$ cat config.mk
export PLATFORM = sky130hd
export DESIGN_NAME = integer_to_ascii_formatter
export DESIGN_NICKNAME = d
export VERILOG_FILES = /design/src/iaf_pkg.sv /design/src/iaf_front.sv /design/src/iaf_back.sv /design/src/integer_to_ascii_formatter.sv
export SDC_FILE = /design/constraint.sdc
export NUM_CORES = 1
export LEC_CHECK = 0
export BUFFER_PORTS_ARGS = -buffer_cell sky130_fd_sc_hd__buf_2
export CAP_MARGIN = 30
export CORE_UTILIZATION = 35
export DETAILED_ROUTE_END_ITERATION = 7
export PLACE_DENSITY = 0.56
export SLEW_MARGIN = 20
export SYNTH_ARGS = -nofsm -noshare
export SYNTH_HDL_FRONTEND = slang
export SYNTH_SLANG_ARGS = --single-unit
$ cat constraint.sdc
create_clock -name clk -period 11.33 [get_ports clk]
set_clock_uncertainty 0.05 [all_clocks]
set_input_delay 2.266 -clock clk [delete_from_list [all_inputs] [get_ports clk]]
set_output_delay 2.266 -clock clk [all_outputs]
set_load 0.02 [all_outputs]
$ cat src/iaf_pkg.sv
// Package for the integer-to-ASCII formatter: format codes, queue entry and state types,
// character constants and the hex digit function. No dependencies.
`default_nettype none

package iaf_pkg;

    localparam int VALUE_W    = 64;
    localparam int DEC_DIGITS = 20;
    localparam int BCD_W      = DEC_DIGITS * 4;

    typedef enum logic [1:0] {
        FMT_HEX16 = 2'd0,
        FMT_HEX64 = 2'd1,
        FMT_DEC   = 2'd2,
        FMT_NONE  = 2'd3
    } fmt_t;

    typedef struct packed {
        fmt_t                 fmt;
        logic [VALUE_W-1:0]   value;
    } job_t;

    typedef enum logic [2:0] {
        ST_IDLE,
        ST_HEX,
        ST_CONV,
        ST_SKIP,
        ST_DEC
    } state_t;

    localparam logic [6:0] CH_ZERO  = 7'h30;
    localparam logic [6:0] CH_ALPHA = 7'h41;
    localparam logic [6:0] CH_X     = 7'h78;
    localparam logic [6:0] CH_NL    = 7'h0A;

    localparam logic [4:0] IDX_PREFIX0 = 5'd0;
    localparam logic [4:0] IDX_PREFIX1 = 5'd1;
    localparam logic [4:0] HEX16_LAST  = 5'd6;
    localparam logic [4:0] HEX64_LAST  = 5'd18;
    localparam logic [5:0] CONV_LAST   = 6'(VALUE_W - 1);
    localparam logic [4:0] DIGITS_ALL  = 5'(DEC_DIGITS);

    function automatic logic [6:0] hex_char(input logic [3:0] nib);
        logic [6:0] ch;
        if (nib < 4'd10) begin
            ch = CH_ZERO + {3'b000, nib};
        end else begin
            ch = CH_ALPHA + {3'b000, nib - 4'd10};
        end
        return ch;
    endfunction

endpackage

`default_nettype wire

$ cat src/iaf_front.sv
// Front part of the formatter: accepts items, drops the unused format, masks the
// 16-bit hex value and holds the jobs in a two-entry queue. Uses iaf_pkg.
`default_nettype none

module iaf_front (
    input  wire logic           clk,
    input  wire logic           rst_n,
    input  wire logic           req_valid,
    output logic                req_ready,
    input  wire logic [1:0]     cmd,
    input  wire logic [63:0]    value,
    output logic                job_valid,
    input  wire logic           job_ready,
    output iaf_pkg::job_t       job
);

    iaf_pkg::job_t  entry_reg [2];
    logic [1:0]     count_reg;
    logic [1:0]     count_next;
    logic           wr_ptr_reg;
    logic           wr_ptr_next;
    logic           rd_ptr_reg;
    logic           rd_ptr_next;
    iaf_pkg::job_t  new_job;
    iaf_pkg::fmt_t  fmt;
    logic           push;
    logic           pop;

    assign fmt       = iaf_pkg::fmt_t'(cmd);
    assign req_ready = (count_reg != 2'd2);
    assign push      = req_valid && req_ready && (fmt != iaf_pkg::FMT_NONE);
    assign job_valid = (count_reg != 2'd0);
    assign pop       = job_valid && job_ready;
    assign job       = entry_reg[rd_ptr_reg];

    always_comb
    begin
        new_job.fmt   = fmt;
        new_job.value = (fmt == iaf_pkg::FMT_HEX16) ? {48'd0, value[15:0]} : value;
    end

    always_comb
    begin
        wr_ptr_next = push ? ~wr_ptr_reg : wr_ptr_reg;
        rd_ptr_next = pop ? ~rd_ptr_reg : rd_ptr_reg;
        case ({push, pop})
            2'b10:   count_next = count_reg + 2'd1;
            2'b01:   count_next = count_reg - 2'd1;
            default: count_next = count_reg;
        endcase
    end

    always_ff @(posedge clk or negedge rst_n)
    begin
        if (!rst_n) begin
            count_reg  <= 2'd0;
            wr_ptr_reg <= 1'b0;
            rd_ptr_reg <= 1'b0;
        end else begin
            count_reg  <= count_next;
            wr_ptr_reg <= wr_ptr_next;
            rd_ptr_reg <= rd_ptr_next;
        end
    end

    always_ff @(posedge clk)
    begin
        if (push) begin
            entry_reg[wr_ptr_reg] <= new_job;
        end
    end

endmodule

`default_nettype wire

$ cat src/iaf_back.sv
// Back part of the formatter: emits hex text directly, or converts to decimal by
// shift-add-3 and emits the digits, through an output register. Uses iaf_pkg.
`default_nettype none

module iaf_back (
    input  wire logic           clk,
    input  wire logic           rst_n,
    input  wire logic           job_valid,
    output logic                job_ready,
    input  wire iaf_pkg::job_t  job,
    output logic                char_valid,
    input  wire logic           char_ready,
    output logic [6:0]          char_out,
    output logic                last
);

    iaf_pkg::state_t            state_reg;
    iaf_pkg::state_t            state_next;
    iaf_pkg::fmt_t              fmt_reg;
    iaf_pkg::fmt_t              fmt_next;
    logic [iaf_pkg::VALUE_W-1:0] work_reg;
    logic [iaf_pkg::VALUE_W-1:0] work_next;
    logic [iaf_pkg::BCD_W-1:0]  bcd_reg;
    logic [iaf_pkg::BCD_W-1:0]  bcd_next;
    logic [iaf_pkg::BCD_W-1:0]  bcd_adj;
    logic [5:0]                 step_reg;
    logic [5:0]                 step_next;
    logic [4:0]                 idx_reg;
    logic [4:0]                 idx_next;
    logic [4:0]                 dig_reg;
    logic [4:0]                 dig_next;
    logic                       char_valid_reg;
    logic                       char_valid_next;
    logic [6:0]                 char_reg;
    logic                       last_reg;
    logic                       emit;
    logic [6:0]                 emit_char;
    logic                       emit_last;
    logic                       out_free;
    logic [4:0]                 hex_last;

    assign job_ready  = (state_reg == iaf_pkg::ST_IDLE);
    assign out_free   = !char_valid_reg || char_ready;
    assign char_valid = char_valid_reg;
    assign char_out   = char_reg;
    assign last       = last_reg;
    assign hex_last   = (fmt_reg == iaf_pkg::FMT_HEX16) ? iaf_pkg::HEX16_LAST
                                                        : iaf_pkg::HEX64_LAST;

    always_comb
    begin
        for (int d = 0; d < iaf_pkg::DEC_DIGITS; d++) begin
            if (bcd_reg[d*4 +: 4] >= 4'd5) begin
                bcd_adj[d*4 +: 4] = bcd_reg[d*4 +: 4] + 4'd3;
            end else begin
                bcd_adj[d*4 +: 4] = bcd_reg[d*4 +: 4];
            end
        end
    end

    always_comb
    begin
        state_next = state_reg;
        fmt_next   = fmt_reg;
        work_next  = work_reg;
        bcd_next   = bcd_reg;
        step_next  = step_reg;
        idx_next   = idx_reg;
        dig_next   = dig_reg;
        emit       = 1'b0;
        emit_char  = iaf_pkg::CH_NL;
        emit_last  = 1'b0;
        case (state_reg)
            iaf_pkg::ST_IDLE:
            begin
                if (job_valid) begin
                    fmt_next  = job.fmt;
                    idx_next  = 5'd0;
                    step_next = 6'd0;
                    dig_next  = iaf_pkg::DIGITS_ALL;
                    bcd_next  = '0;
                    if (job.fmt == iaf_pkg::FMT_DEC) begin
                        work_next  = job.value;
                        state_next = iaf_pkg::ST_CONV;
                    end else begin
                        work_next  = (job.fmt == iaf_pkg::FMT_HEX16)
                                     ? {job.value[15:0], 48'd0} : job.value;
                        state_next = iaf_pkg::ST_HEX;
                    end
                end
            end
            iaf_pkg::ST_HEX:
            begin
                if (out_free) begin
                    emit     = 1'b1;
                    idx_next = idx_reg + 5'd1;
                    if (idx_reg == iaf_pkg::IDX_PREFIX0) begin
                        emit_char = iaf_pkg::CH_ZERO;
                    end else if (idx_reg == iaf_pkg::IDX_PREFIX1) begin
                        emit_char = iaf_pkg::CH_X;
                    end else if (idx_reg == hex_last) begin
                        emit_char  = iaf_pkg::CH_NL;
                        emit_last  = 1'b1;
                        state_next = iaf_pkg::ST_IDLE;
                    end else begin
                        emit_char = iaf_pkg::hex_char(work_reg[63:60]);
                        work_next = {work_reg[59:0], 4'd0};
                    end
                end
            end
            iaf_pkg::ST_CONV:
            begin
                bcd_next  = {bcd_adj[iaf_pkg::BCD_W-2:0], work_reg[63]};
                work_next = {work_reg[62:0], 1'b0};
                step_next = step_reg + 6'd1;
                if (step_reg == iaf_pkg::CONV_LAST) begin
                    state_next = iaf_pkg::ST_SKIP;
                end
            end
            iaf_pkg::ST_SKIP:
            begin
                if ((bcd_reg[79:76] == 4'd0) && (dig_reg > 5'd1)) begin
                    bcd_next = {bcd_reg[75:0], 4'd0};
                    dig_next = dig_reg - 5'd1;
                end else begin
                    state_next = iaf_pkg::ST_DEC;
                end
            end
            iaf_pkg::ST_DEC:
            begin
                if (out_free) begin
                    emit = 1'b1;
                    if (dig_reg == 5'd0) begin
                        emit_char  = iaf_pkg::CH_NL;
                        emit_last  = 1'b1;
                        state_next = iaf_pkg::ST_IDLE;
                    end else begin
                        emit_char = iaf_pkg::CH_ZERO + {3'b000, bcd_reg[79:76]};
                        bcd_next  = {bcd_reg[75:0], 4'd0};
                        dig_next  = dig_reg - 5'd1;
                    end
                end
            end
            default:
            begin
                state_next = iaf_pkg::ST_IDLE;
            end
        endcase
    end

    always_comb
    begin
        if (emit) begin
            char_valid_next = 1'b1;
        end else if (char_ready) begin
            char_valid_next = 1'b0;
        end else begin
            char_valid_next = char_valid_reg;
        end
    end

    always_ff @(posedge clk or negedge rst_n)
    begin
        if (!rst_n) begin
            state_reg      <= iaf_pkg::ST_IDLE;
            char_valid_reg <= 1'b0;
            step_reg       <= 6'd0;
            idx_reg        <= 5'd0;
            dig_reg        <= 5'd0;
            fmt_reg        <= iaf_pkg::FMT_HEX16;
        end else begin
            state_reg      <= state_next;
            char_valid_reg <= char_valid_next;
            step_reg       <= step_next;
            idx_reg        <= idx_next;
            dig_reg        <= dig_next;
            fmt_reg        <= fmt_next;
        end
    end

    always_ff @(posedge clk)
    begin
        work_reg <= work_next;
        bcd_reg  <= bcd_next;
        if (emit) begin
            char_reg <= emit_char;
            last_reg <= emit_last;
        end
    end

    a_last_is_newline: assert property (@(posedge clk) disable iff (!rst_n)
        (char_valid_reg && last_reg) |-> (char_reg == iaf_pkg::CH_NL))
        else $error("last raised on a character other than newline");

    a_conv_ends: assert property (@(posedge clk) disable iff (!rst_n)
        (state_reg == iaf_pkg::ST_CONV && step_reg == iaf_pkg::CONV_LAST)
        |=> (state_reg == iaf_pkg::ST_SKIP))
        else $error("conversion did not end after the last bit");

    a_digit_range: assert property (@(posedge clk) disable iff (!rst_n)
        (state_reg == iaf_pkg::ST_DEC || state_reg == iaf_pkg::ST_SKIP)
        |-> (dig_reg <= iaf_pkg::DIGITS_ALL && dig_reg != 5'd0
             || state_reg == iaf_pkg::ST_DEC))
        else $error("decimal digit count out of range");

    a_job_starts: assert property (@(posedge clk) disable iff (!rst_n)
        (job_valid && job_ready) |=> (state_reg != iaf_pkg::ST_IDLE))
        else $error("accepted job did not start");

endmodule

`default_nettype wire

$ cat src/integer_to_ascii_formatter.sv
// Integer-to-ASCII formatter, top level: front queue feeding the conversion back end.
// Depends on iaf_pkg, iaf_front and iaf_back.
// An item is loaded into the back end, which then emits 7 characters (16-bit hex), 19 characters
// (64-bit hex), or, for decimal, runs a shift-add-3 pass over all 64 bits, skips leading zero digits
// and emits digits plus one characters; one character per cycle without back-pressure.
// A two-entry queue takes items while the back end works; reset is asynchronous and empties it.
`default_nettype none

module integer_to_ascii_formatter (
    input  wire logic           clk,
    input  wire logic           rst_n,
    input  wire logic           req_valid,
    output logic                req_ready,
    input  wire logic [1:0]     cmd,
    input  wire logic [63:0]    value,
    output logic                char_valid,
    input  wire logic           char_ready,
    output logic [6:0]          char_out,
    output logic                last
);

    iaf_pkg::job_t  job;
    logic           job_valid;
    logic           job_ready;

    iaf_front u_front (
        .clk       (clk),
        .rst_n     (rst_n),
        .req_valid (req_valid),
        .req_ready (req_ready),
        .cmd       (cmd),
        .value     (value),
        .job_valid (job_valid),
        .job_ready (job_ready),
        .job       (job)
    );

    iaf_back u_back (
        .clk        (clk),
        .rst_n      (rst_n),
        .job_valid  (job_valid),
        .job_ready  (job_ready),
        .job        (job),
        .char_valid (char_valid),
        .char_ready (char_ready),
        .char_out   (char_out),
        .last       (last)
    );

endmodule

`default_nettype wire
### Yosys cells after proc, flatten, opt, wreduce, memory -nomap -nowiden

Memories as Yosys holds them, arrays and structs flattened.
Cells that the tools add are included.
Widths: inputs -> output; s select.

| word-level totals | value |
|---|---|
| flip-flop bits (word level) | 178 |
| memories kept | 1 |
| word-level logic and storage cells | 198 |
| output and inout bits | 10 |
| input bits | 70 |
| memory bits (writable) | 132 |

Memory list:

| name | depth | bits a word | read ports | clocked after memory_dff | write ports | RTL line | text |
|---|---|---|---|---|---|---|---|
| u_front.entry_reg | 2 | 66 | 1 | 0 | 1 | iaf_front.sv:17 | `iaf_pkg::job_t entry_reg [2];` |

| operators by class | value |
|---|---|
| order comparisons | 22 |
| add/subtract/negate cells | 29 |
| reductions and logical operators | 29 |
| eq/ne operators | 24 |
| muxes and demuxes | 78 |
| bitwise gates (word level) | 2 |

Operators with widths:

| kind | number |
|---|---|
| $mux 64 | 8 |
| $mux 80 | 4 |
| $pmux 80 s4 | 1 |
| $pmux 64 s3 | 1 |
| $ge 4x3->1 const B | 20 |
| $add 4x2->4 const B | 19 |
| $mux 4 | 19 |
| $mux 7 | 7 |
| $mux 5 | 7 |
| $mux 3 | 10 |
| $pmux 3 s5 | 1 |
| $pmux 5 s3 | 1 |
| $add 6x4->7 const A | 2 |
| $ne 2x1->1 const B | 7 |
| $ne 2x2->1 const B | 7 |
| $pmux 7 s2 | 1 |
| $mux 1 | 12 |
| $pmux 6 s2 | 1 |
| $logic_not 5->1 | 2 |
| $pmux 5 s2 | 1 |
| $reduce_and 5->1 | 2 |
| $reduce_bool 2->1 | 5 |
| $reduce_and 9->1 | 1 |
| $add 7x4->7 const A | 1 |
| other kinds (34) | 44 |

### Depth between registers and ports, before layout

Gate-level depths: netlist of the first run.

| depth | value |
|---|---|
| depth after elaboration | 8 |
| gate-level depth with buffers | 9 |
| gate-level depth less buffers | 8 |

### Hierarchy

From an unflattened synthesis of the first run, not the netlist that was laid out.

| unflattened totals | value |
|---|---|
| cells, all modules | 1239 |
| area total of the unflattened synthesis | 15413.5 µm² |

Modules (own cells, without submodules):

| module | seq. area each (µm²) | instances | cells an instance | area each (µm²) |
|---|---|---|---|---|
| iaf_back | 5114.9 | 1 | 961 | 10012.1 |
| iaf_front | 4063.9 | 1 | 278 | 5401.4 |

### Least setup slack after synthesis of the first run

Ideal clock, no wire load.

| timing path | value |
|---|---|
| path kind | in2reg |
| start | input char_ready |
| end | register u_back.bcd_reg[0] (netlist name) (enable) |
| data arrival time | 6.683 ns |
| path buffers | 0 |
| setup time | 0.545 ns |
| slack | 4.052 ns |
| stages | 4 |
| data required time | 10.735 ns |
| path through | nor2b_1 o311ai_2 nand2_1 a21oi_1 |

| on the way | value |
|---|---|
| longest elaborated chain between the ends | 3 |

RTL lines:

| what | RTL line | text |
|---|---|---|
| start, declared | integer_to_ascii_formatter.sv:17 | `input wire logic char_ready,` |
| $logic_or 1x1->1 | iaf_back.sv:43 | `assign out_free = !char_valid_reg \|\| char_ready;` |
| $ne 2x1->1 (no line) | - |  |
| $reduce_and 5->1 (no line) | - |  |
| end signal, assigned | iaf_back.sv:184 | `bcd_reg <= bcd_next;` |
| end, declared | iaf_back.sv:23 | `logic [iaf_pkg::BCD_W-1:0] bcd_reg;` |

Every way passes these cells.
A chain may end at the register's enable or synchronous reset.

### Worst setup path after layout of the first run

| timing path | value |
|---|---|
| start | input char_ready |
| end | register u_back.work_reg[38] (netlist name) (enable) |

| on the way | value |
|---|---|
| longest elaborated chain between the ends | 3 |

RTL lines:

| what | RTL line | text |
|---|---|---|
| $logic_or 1x1->1 | iaf_back.sv:43 |  |
| $ne 2x1->1 (no line) | - |  |
| $reduce_and 6->1 (no line) | - |  |
| end signal, assigned | iaf_back.sv:183 | `work_reg <= work_next;` |
| end, declared | iaf_back.sv:21 | `logic [iaf_pkg::VALUE_W-1:0] work_reg;` |

Every way passes these cells.

==> results list, run 1 <==
- Detail-routed net length per standard cell: 16.39 um
* Cell area after synthesis: 15200 um^2
* Min cycle time layout: 4.049 ns
* Final setup violation count: 0
* Antenna diodes: 0
* Type of element capturing the critical path: register
- Data arrives at the worst endpoint at 4.17 ns.
- Critical path cell sequence: buf_2 > nor2b_1 > nor3_1 > nand2_1 > nor2_1 > nand2b_2 > buf_4
- Number of DRC violations after detailed-routing iteration 0: 582
- In this design, the stage delay of the slowest critical-path cell is 0.64 ns.
- The number of antenna violations at the first check in global routing came to 0.
- From left edge to right edge, the die measures 210.4 um.
* Post-CTS setup buffers: 0
- Area growth syn-to-layout: 13.95%
- In this run, placement finished with an instance count of 1885.
- Total count of max-transition violations in the final report: 0
* Sequential share of the synthesized area: 60.39%
- The initial utilization of the core area, before any placement, comes to 35.83%.
- Static timing analysis puts the maximum clock frequency at 0.2470 GHz.
* Pre-CTS setup slack: 6.769 ns
- After legalization and detailed placement, the total HPWL measured 20100 um.
- The first detailed-routing pass ran for 5 iterations.
* Commonest non-fill, non-tap cells in the layout: sky130_fd_sc_hd__edfxtp_1, sky130_fd_sc_hd__o21ai_0, sky130_fd_sc_hd__nand2_1, sky130_fd_sc_hd__buf_2, sky130_fd_sc_hd__a22oi_1
* Largest buffer count on any clock path: 3
* Worst-path clk slew: 0.06 ns
- Synthesis produced a netlist whose cell count is 1277.
- For the pin with the worst max-slew slack, the measured transition is 0.9214 ns.
- The clock tree synthesis step divided the H-tree into 2 levels.
- In this run, post-CTS hold repair placed 0 buffers.
* Max FFs per register: 132
- Of all flip-flops after synthesis, the portion carrying an async set or reset was 8.387%.
- At the later pin of the worst-skew pair, clock insertion delay measures 0.55 ns.
- The Yosys step of the flow raised 0 warnings.
* Leakage power figure: 6.275 nW
- For this design the ratio of total power to cell area is 306.3 nW/um^2.
- The min-delay analysis places its worst path in the category register to register.
* Port Buffers: 79
* Run status: finished clean
- Post-synthesis sequential element count: 310
- Count of clock tree sinks: 310
- For flop-to-flop paths, the worst setup slack is 7.87 ns.
* Relative slew slack: 38.57%
- Classification of the worst setup path: primary input to register
* Count of distinct cell types in the synthesized netlist: 54
* Detail-routed via count per cell: 5.077
* Critical Path Fanout Max: 64
- Non-filler cells in the finished layout: 1947
- Across the run, the number of max-cap violations was 0.
* Post-route DRC violation count: 0
* TritonCTS clock tree: yes
* Pin count of the biggest net entering global routing: 80
- In the final timing run, aggregate negative setup slack is 0 ns.
- Average footprint of a synthesized cell: 11.90 um^2
* # resized after CTS: 0
- Final RePlAce weighted congestion: 0.7952
- Final worst setup slack: 7.281 ns
- The library cell used most frequently in the layout, excluding fill and tap cells, is sky130_fd_sc_hd__edfxtp_1.
- Power comes to 5.304 mW.
- Die outline height: 210.4 um
* Total global routing overflow: 0
* Nature of the critical path startpoint: primary input
* Via count of the first global-routing pass: 9896
* Total length of routed wires: 31920 um
* Final nets: 1469
- Setup repair after global routing left no endpoint under its margin.
- In this run the clock root is driven by a sky130_fd_sc_hd__clkbuf_16.
* Worst vdd rail ir drop: 0.0001522 V
- Measured in cells, the most critical reg-to-reg path has a length of 6.
- Via Count: 9884
* Required time of the worst setup path: 11.45 ns
* Die Area: 44260 um^2
- Crit-path slowest cell: sky130_fd_sc_hd__buf_4
- Final count of hold timing violations: 0
- TritonCTS created 36 clock buffers.
- For this run, the leading register cell type out of synthesis is sky130_fd_sc_hd__edfxtp_1.
- In the final layout, the share of cells above drive strength 1 is 12.34%.
* GR Util All Layers: 14.62%
- In this run the count of I/O pins placed on the die edge is 80.
- Fin crit share: 35.74%
- The core region is 42420 um^2.
* Number of nets in the synthesized netlist: 1400
- The detail route stage leaves a number of antenna-violating nets equal to 0.
- First-pass GRT wire length: 51640 um
- Row generation in the floorplan step produced 75 rows.
* EDFF count, synth: 284
* WHS Path Cells: 2
-- worst paths after layout --
path / start / endpoint
min in group asynchronous: rst_n / u_back.fmt_reg[1]
setup reg to reg: u_back.state_reg[1] / u_back.work_reg[38]
setup / recovery: char_ready / u_back.work_reg[38]
hold reg to reg: u_back.fmt_reg[0] / u_back.fmt_reg[0]
max in group asynchronous: rst_n / u_front.rd_ptr_reg
hold / removal: u_back.fmt_reg[0] / u_back.fmt_reg[0]
-- metrics by stage --
stage / cell area (um^2) / util, % / hold WS [ns]
finish: 17320 / 40.83 / 0.4369
global route: 17320 / 40.83 / 0.4619
CTS: 17320 / 40.83 / 0.4436
detailed placement: 16220 / 38.25 / 0.4249
global placement: 16200 / 38.18 / 0.4162
floorplan: 15200 / - / 0.4005
-- area by class of cell --
class | count | area (um^2)
clock buffer | 40 | 925.9
inverter | 54 | 202.7
timing repair buffer | 91 | 505.5
tap | 577 | 721.9
fill | 4111 | 25100
clock inverter | 22 | 171.4
multi-input combinational | 853 | 5610
sequential | 310 | 9183
-- cells by family after synthesis --
group	after synthesis	share of synthesized area, %
AOI/OAI and AO/OA	367	14.69
xor gates and xnor gates	42	2.420
and+or+nand+nor	326	10.74
muxes	65	4.379
DFF	310	60.39
adders and majority gates	53	4.363
buffers and inverters	114	3.021
-- worst max-delay path: cells and delay by family --
kind / cells / cell delay [ns]
simple gates: 5 / 1.10
buf+inv: 2 / 0.73
-- cell usage after synthesis, types with 25 or more instances --
cell | number | share of area (%)
sky130_fd_sc_hd__o21ai_0 | 168 | 5.5
sky130_fd_sc_hd__inv_1 | 54 | 1.3
sky130_fd_sc_hd__dfrtp_1 | 26 | 4.3
sky130_fd_sc_hd__nor2b_1 | 56 | 2.3
sky130_fd_sc_hd__mux2i_1 | 53 | 3.5
sky130_fd_sc_hd__clkbuf_1 | 34 | 0.84
sky130_fd_sc_hd__nand2b_1 | 26 | 1.1
sky130_fd_sc_hd__ha_1 | 53 | 4.4
sky130_fd_sc_hd__xnor2_1 | 25 | 1.4
sky130_fd_sc_hd__edfxtp_1 | 284 | 56
sky130_fd_sc_hd__a22oi_1 | 61 | 3.0
sky130_fd_sc_hd__a21oi_1 | 59 | 1.9
sky130_fd_sc_hd__nor2_1 | 36 | 0.89
sky130_fd_sc_hd__nor3b_1 | 26 | 1.3
sky130_fd_sc_hd__nand2_1 | 138 | 3.4
-- report_power, final --
part / total (mW) / internal [mW] / switching, mW
Clock: 1.09 / 0.634 / 0.459
Combinational: 1.93 / 0.699 / 1.23
Sequential: 2.28 / 1.93 / 0.346
-- routing by layer --
layer	routed length (um)	GRT usage (%)	vias to the layer above
met5	0	0	-
met4	588	4.073	0
met3	1315	2.920	39
met2	14970	24.06	188
met1	15040	19.58	4789
li1	-	-	4868
Note: power is estimated with default switching activity, not from simulation.
==> run 2, diff against run 1 <==
==> constraint.sdc (replaced) <==
create_clock -name clk -period 4 [get_ports clk]
set_clock_uncertainty 0.05 [all_clocks]
set_input_delay 0.8 -clock clk [delete_from_list [all_inputs] [get_ports clk]]
set_output_delay 0.8 -clock clk [all_outputs]
set_load 0.02 [all_outputs]
==> run 2 against run 1 <==
Global-route usage is 0.15 points lower. Largest cell class unchanged. First-iteration DRC count is 19% higher. Via count hardly changed. Flip-flop and latch count stayed put. Combinational power grew to 2.9 times the previous value. Clock power grew to 3.1 times the previous value.
==> results list, run 2 (synthesis results as in run 1) <==
* Clock latency of the later-clocked register in the worst-skew pair: 0.55 ns (about the same)
- Final std cell area, no fill: 17560 um^2 (+1.4%)
* Required time of the worst setup path: 4.16 ns (-7.29 ns)
- Detail-routed net length per standard cell: 16.25 um (-0.86%)
* Number of DRC violations after detailed-routing iteration 0: 695 (+19%)
- Total count of max-transition violations in the final report: 0 (unchanged)
- The hold violation count in the final report is 0 (unchanged).
* Met3 usage in global routing: 2.905% (-0.015 points)
* Port Buffers: 79 (unchanged)
* Worst-path clk slew: 0.06 ns (about the same)
* # resized after CTS: 0 (unchanged)
- Global-route track usage on met2: 23.46% (-0.59 points)
- Worst vdd rail ir drop: 0.0005866 V (+290%)
* Total global routing overflow: 0 (unchanged)
- R2R Setup Slk: 0.95 ns (-6.92 ns)
- After global routing, the most crowded layer is met2.
* Die Area: 44260 um^2 (unchanged)
* Count of clock tree sinks: 310 (unchanged)
- Critical Path Max Stage Delay: 0.70 ns (+0.06 ns)
- The leakage power figure came to 6.398 nW (+2.0%).
* Post-CTS setup buffers: 0 (unchanged)
* Number of antenna-violating nets in the routed design: 0 (unchanged)
* First drt pass iteration count: 5 (unchanged)
* TritonCTS clock tree: yes
- The transition time of the tightest slew-check pin came to 0.7213 ns (-0.2001 ns).
- Die outline height: 210.4 um (unchanged)
* TritonCTS Buffers: 36 (unchanged)
- Antenna diodes: 0 (unchanged)
- Most common cell after layout, fill and taps aside: sky130_fd_sc_hd__edfxtp_1
- The tree is rooted in a sky130_fd_sc_hd__clkbuf_16.
- The routability-driven placement congestion ratio came to 0.7814 (-1.7%).
* Nature of the critical path startpoint: register
- The post-placement cell area was 16300 um^2 (+0.45%).
- Depth of the CTS H-tree: 2 (unchanged)
- The number of global-route vias before repair was 9697 (-2.0%).
* Classification of the worst setup path: register to register
- The buffer levels on the longest clock path is 3 (unchanged).
- Traced cell by cell, the critical path runs through nand2b_1 > nor3_1 > nand2_1 > nor2_1 > nand2b_2 > buf_12.
- The met1 track utilization from global routing was 19.66% (+0.078 points).
- Hold_ws: 0.2119 ns (-0.2249 ns)
* Worst Hold Class: primary input to async pin
- The number of flip-flops under the largest register name came to 132 (unchanged).
* Crit path DAT: 3.21 ns (-0.96 ns)
- Pin count of the biggest net entering global routing: 81 (+1.3%)
* Placeable core region: 42420 um^2 (unchanged)
- Area growth syn-to-layout: 15.56%
- Number of antenna violations at the first check in global routing: 0 (unchanged)
* Io pins: 80 (unchanged)
- The number of DRC violations after detailed routing came to 0 (unchanged).
- GR Util All Layers: 14.46% (-0.15 points)
* Dpl cells: 1889 (+0.21%)
* Run status: finished clean
- Total length of routed wires: 31790 um (-0.40%)
- Non-filler cells in the finished layout: 1956 (+0.46%)
- The final net count was 1474 (+0.34%).
- Counting I/O delays and the setup requirement, the final critical path takes 3.048 ns.
- Commonest non-fill, non-tap cells in the layout: sky130_fd_sc_hd__edfxtp_1, sky130_fd_sc_hd__o21ai_0, sky130_fd_sc_hd__nand2_1, sky130_fd_sc_hd__buf_2, sky130_fd_sc_hd__a22oi_1
- The worst setup path is captured at a register.
- The max-cap check violation count is 0 (unchanged).
- The final count of negative-setup-slack endpoints came to 0 (unchanged).
- Half-perimeter wire length after placement: 20960 um (+4.3%)
- Floorplan row count: 75 (unchanged)
* R2r worst-path depth: 6 (unchanged)
- Effective utilization at floorplan: 35.83% (unchanged)
- Crit-path slowest cell: sky130_fd_sc_hd__nor3_1
- Share of final-layout standard cells stronger than drive strength 1: 12.98% (+0.64 points)
- Derived from the worst setup path, the maximum achievable clock frequency is 0.3281 GHz.
* Detail-routed via count per cell: 5.050 (-0.53%)
- The global-route wire length before repair came to 51180 um (-0.88%).
* Chip width: 210.4 um (unchanged)
- Relative slew slack: 51.91% (+13 points)
* Fin crit share: 76.20%
* Critical Path Fanout Max: 64 (unchanged)
- Areal power density over the cells: 877.8 nW/um^2 (+190%)
* Unrepaired setup endpoints after global routing: no
* Utilization of the core after routing: 41.41% (+0.58 points)
* Via Count: 9877 (-0.071%)
- Hold buffer count at cts: 0 (unchanged)
-- run 2: critical path: cells and delay by family, from the launching register on --
kind / cells / cell delay, ns
flops: 1 / 0.55
simple gates: 5 / 1.77
buf+inv: 1 / 0.30
-- run 2: path summary, 6_finish.rpt --
check | startpoint | end
max | u_back.state_reg[1] | u_back.work_reg[29]
min | rst_n | u_front.rd_ptr_reg
max reg2reg | u_back.state_reg[1] | u_back.work_reg[29]
min reg2reg | u_back.fmt_reg[1] | u_back.fmt_reg[1]
max in group asynchronous | rst_n | u_front.rd_ptr_reg
min in group clk | value[4] | u_front.entry_reg[0][4]
-- run 2: through the flow --
stage	setup slack, ns	total power, mW	setup TNS, ns
global route	0.7903	16.52	0
floorplan	-0.3296	10.45	-43.51
global placement	1.066	11.93	0
finish	0.9520	15.42	0
detailed placement	1.000	12.07	0
CTS	0.9866	15.57	0
-- run 2: layout make-up --
class	instances	area, um^2
well taps	577	721.9
flip-flops and latches	310	9183
fillers	4068	24850
multi-input cells	853	5610
clock inverters	15	201.4
repair buffers	96	605.6
inverters	54	202.7
clock buffers	51	1040
-- run 2: power by group --
| group | switching, mW | internal [mW] |
|---|---|---|
| Clock | 1.33 | 2.09 |
| Sequential | 0.989 | 5.46 |
| Combinational | 3.50 | 2.05 |
| Total | 5.81 | 9.61 |
-- run 2: per-layer routing --
| layer | share of wire [%] | wire (um) |
|---|---|---|
| met5 | 0 | 0 |
| met4 | 1.8 | 574 |
| met3 | 3.8 | 1210 |
| met2 | 46 | 14750 |
| met1 | 48 | 15260 |
==> run 3, diff against run 2 <==
==> constraint.sdc (replaced) <==
create_clock -name clk -period 2.9 [get_ports clk]
set_clock_uncertainty 0.05 [all_clocks]
set_input_delay 0.58 -clock clk [delete_from_list [all_inputs] [get_ports clk]]
set_output_delay 0.58 -clock clk [all_outputs]
set_load 0.02 [all_outputs]
==> run 3 against run 2 <==
Non-clock buffer count is 19 higher. Via count is 1.5% higher. Setup slack worse by 0.67 ns. Sequential power is 36% higher. Largest cell class unchanged. Sequential share of layout area is 0.14 points lower. Global-route usage is 0.37 points higher. Routed wire length is 2.4% higher. Cell count is 0.82% higher. Maximum frequency is 16% higher.
==> results list, run 3 (synthesis results as in run 1) <==
* Critical Path Fanout Max: 64 (unchanged)
* Via count of the first global-routing pass: 10072 (+3.9%)
* Io pins: 80 (unchanged)
- Min cycle time layout: 2.622 ns (-0.4263 ns)
- The fraction of layout instances using a drive strength above 1 is 13.76% (+0.78 points).
- The worst vdd rail ir drop was 0.0007823 V (+33%).
* Nature of the critical path startpoint: register
* Total length of routed wires: 32550 um (+2.4%)
* Largest buffer count on any clock path: 3 (unchanged)
* Final nets: 1494 (+1.4%)
* Final count of hold timing violations: 0 (unchanged)
- # resized after CTS: 0 (unchanged)
- GR Util All Layers: 14.83% (+0.37 points)
* Detail-routed via count per cell: 5.084 (+0.68%)
* Hold buffer count at cts: 1 (+1)
* Number of antenna violations at the first check in global routing: 0 (unchanged)
- Half-perimeter wire length after placement: 21540 um (+2.8%)
* Number of DRC violations after detailed-routing iteration 0: 493 (-29%)
- Placeable core region: 42420 um^2 (unchanged)
- The worst setup slack for register-to-register paths is 0.28 ns (-0.67 ns).
- The initial cell density of the core is 35.83% (unchanged).
* Max FFs per register: 132 (unchanged)
- The maximum number of pins on one net before global-route repair was 78 (-3.7%).
* Total count of max-transition violations in the final report: 0 (unchanged)
- Leaving out fill and tap cells, the most frequent cell in the layout is sky130_fd_sc_hd__edfxtp_1.
- The total negative slack for setup checks is 0 ns (unchanged).
- Areal power density over the cells: 1200 nW/um^2 (+37%)
- Final RePlAce weighted congestion: 0.8160 (+4.4%)
- The global-route wire length before repair is 52820 um (+3.2%).
* First drt pass iteration count: 5 (unchanged)
- Required time of the worst setup path: 3.00 ns (-1.16 ns)
- The final count of negative-setup-slack endpoints was 0 (unchanged).
- Type of element capturing the critical path: register
- Highest clock rate: 0.3814 GHz (+16%)
- The critical path in this run is classified as register to register.
- The tree is rooted in a sky130_fd_sc_hd__clkbuf_16.
- Post-route DRC violation count: 0 (unchanged)
- The leakage power figure is 6.420 nW (+0.36%).
- Relative slew slack: 42.76% (-9.2 points)
- Worst slew pin tran: 0.8586 ns (+0.1373 ns)
- Run status: finished clean
- Utilization of the core after routing: 41.52% (+0.11 points)
- Crit path DAT: 2.72 ns (-0.49 ns)
* Clock latency of the later-clocked register in the worst-skew pair: 0.55 ns (about the same)
- The final standard cell count with taps included and fillers excluded is 1972 (+0.82%).
- Floorplan row count: 75 (unchanged)
* Worst-path clk slew: 0.06 ns (about the same)
- Maximum Capacitance Violations: 0 (unchanged)
* Detail-routed net length per standard cell: 16.50 um (+1.5%)
- Die outline height: 210.4 um (unchanged)
- TritonCTS clock tree: yes
* Total global routing overflow: 0 (unchanged)
- The count of port buffers added during placement is 79 (unchanged).
- Unrepaired setup endpoints after global routing: no
- The post-detailed-route count of antenna-violating nets came to 0 (unchanged).
- The post-placement cell area came to 16460 um^2 (+1.0%).
- Depth of the CTS H-tree: 2 (unchanged)
* Area growth syn-to-layout: 15.86%
* Commonest non-fill, non-tap cells in the layout: sky130_fd_sc_hd__edfxtp_1, sky130_fd_sc_hd__o21ai_0, sky130_fd_sc_hd__nand2_1, sky130_fd_sc_hd__buf_2, sky130_fd_sc_hd__a22oi_1
- The total CTS buffers came to 37 (+2.8%).
- The total power draw came to 21.14 mW (+37%).
- The final worst-path cycle share came to 90.40% (+14 points).
- Final std cell area, no fill: 17610 um^2 (+0.26%)
- Worst Hold Class: primary input to register
- The width of the die is 210.4 um (unchanged).
- The area enclosed by the die boundary was 44260 um^2 (unchanged).
- The clock net sink count is 310 (unchanged).
- Dpl cells: 1908 (+1.0%)
- Antenna diodes: 0 (unchanged)
- The via count of the routed design was 10026 (+1.5%).
- The number of buffers inserted by post-CTS setup repair is 0 (unchanged).
==> run 3: cell count changes in the layout (fill, tap and decap cells not counted), moves of 2 or more <==
cell | previous run | this run
sky130_fd_sc_hd__clkbuf_8 | 4 | 0
sky130_fd_sc_hd__clkinv_2 | 6 | 3
sky130_fd_sc_hd__clkinv_1 | 3 | 10
sky130_fd_sc_hd__buf_4 | 11 | 29
sky130_fd_sc_hd__clkbuf_1 | 9 | 7
sky130_fd_sc_hd__inv_16 | 2 | 0
sky130_fd_sc_hd__bufinv_16 | 4 | 2
==> run 3: power breakdown <==
group | internal (mW) | switching, mW
clock | 2.57 | 1.80
combinational | 2.95 | 5.05
sequential | 7.55 | 1.23
total | 13.1 | 8.07
==> run 3: final timing paths <==
path / start / to / cells after the start
hold reg to reg: u_back.fmt_reg[1] / u_back.fmt_reg[1] / 2
min in group asynchronous: rst_n / u_front.wr_ptr_reg / 2
max in group asynchronous: rst_n / u_front.rd_ptr_reg / 2
hold / removal: value[8] / u_front.entry_reg[0][8] / 1
setup reg to reg: u_back.idx_reg[1] / u_back.work_reg[19] / 7
setup / recovery: u_back.idx_reg[1] / u_back.work_reg[19] / 7
==> run 3: area by class of cell <==
type	count	area, um^2
Clock inverter	18	158.9
Tap cell	577	721.9
Multi-Input combinational cell	853	5624
Sequential cell	310	9183
Fill cell	4042	24810
Clock buffer	45	977.2
Inverter	54	202.7
Timing Repair Buffer	115	743.2
==> run 3: layer usage <==
metal  vias up  global-route usage, %  wire length, um
li1       4929                      -                -
met1      4854                  20.21            15170
met2       190                  24.22            15480
met3        53                  2.414             1219
met4         0                  4.573              668
met5         -                      0                0
==> run 3: critical path, stage by stage, from the launching register on <==
cell and delay, ns:
sky130_fd_sc_hd__dfrtp_1 0.41, sky130_fd_sc_hd__inv_1 0.08, sky130_fd_sc_hd__ha_1 0.21, sky130_fd_sc_hd__o21ai_0 0.37, sky130_fd_sc_hd__nand2_1 0.10, sky130_fd_sc_hd__nor2_1 0.15
sky130_fd_sc_hd__nand2b_2 0.14, sky130_fd_sc_hd__buf_4 0.66
==> run 3: stage by stage <==
step / hold slack [ns] / setup slack, ns
finish: 0.1758 / 0.2783
global route: 0.1524 / 0.1132
CTS: 0.1470 / 0.2816
detailed placement: 0.4321 / 0.2994
global placement: 0.4191 / 0.3662
floorplan: 0.2344 / -0.2048
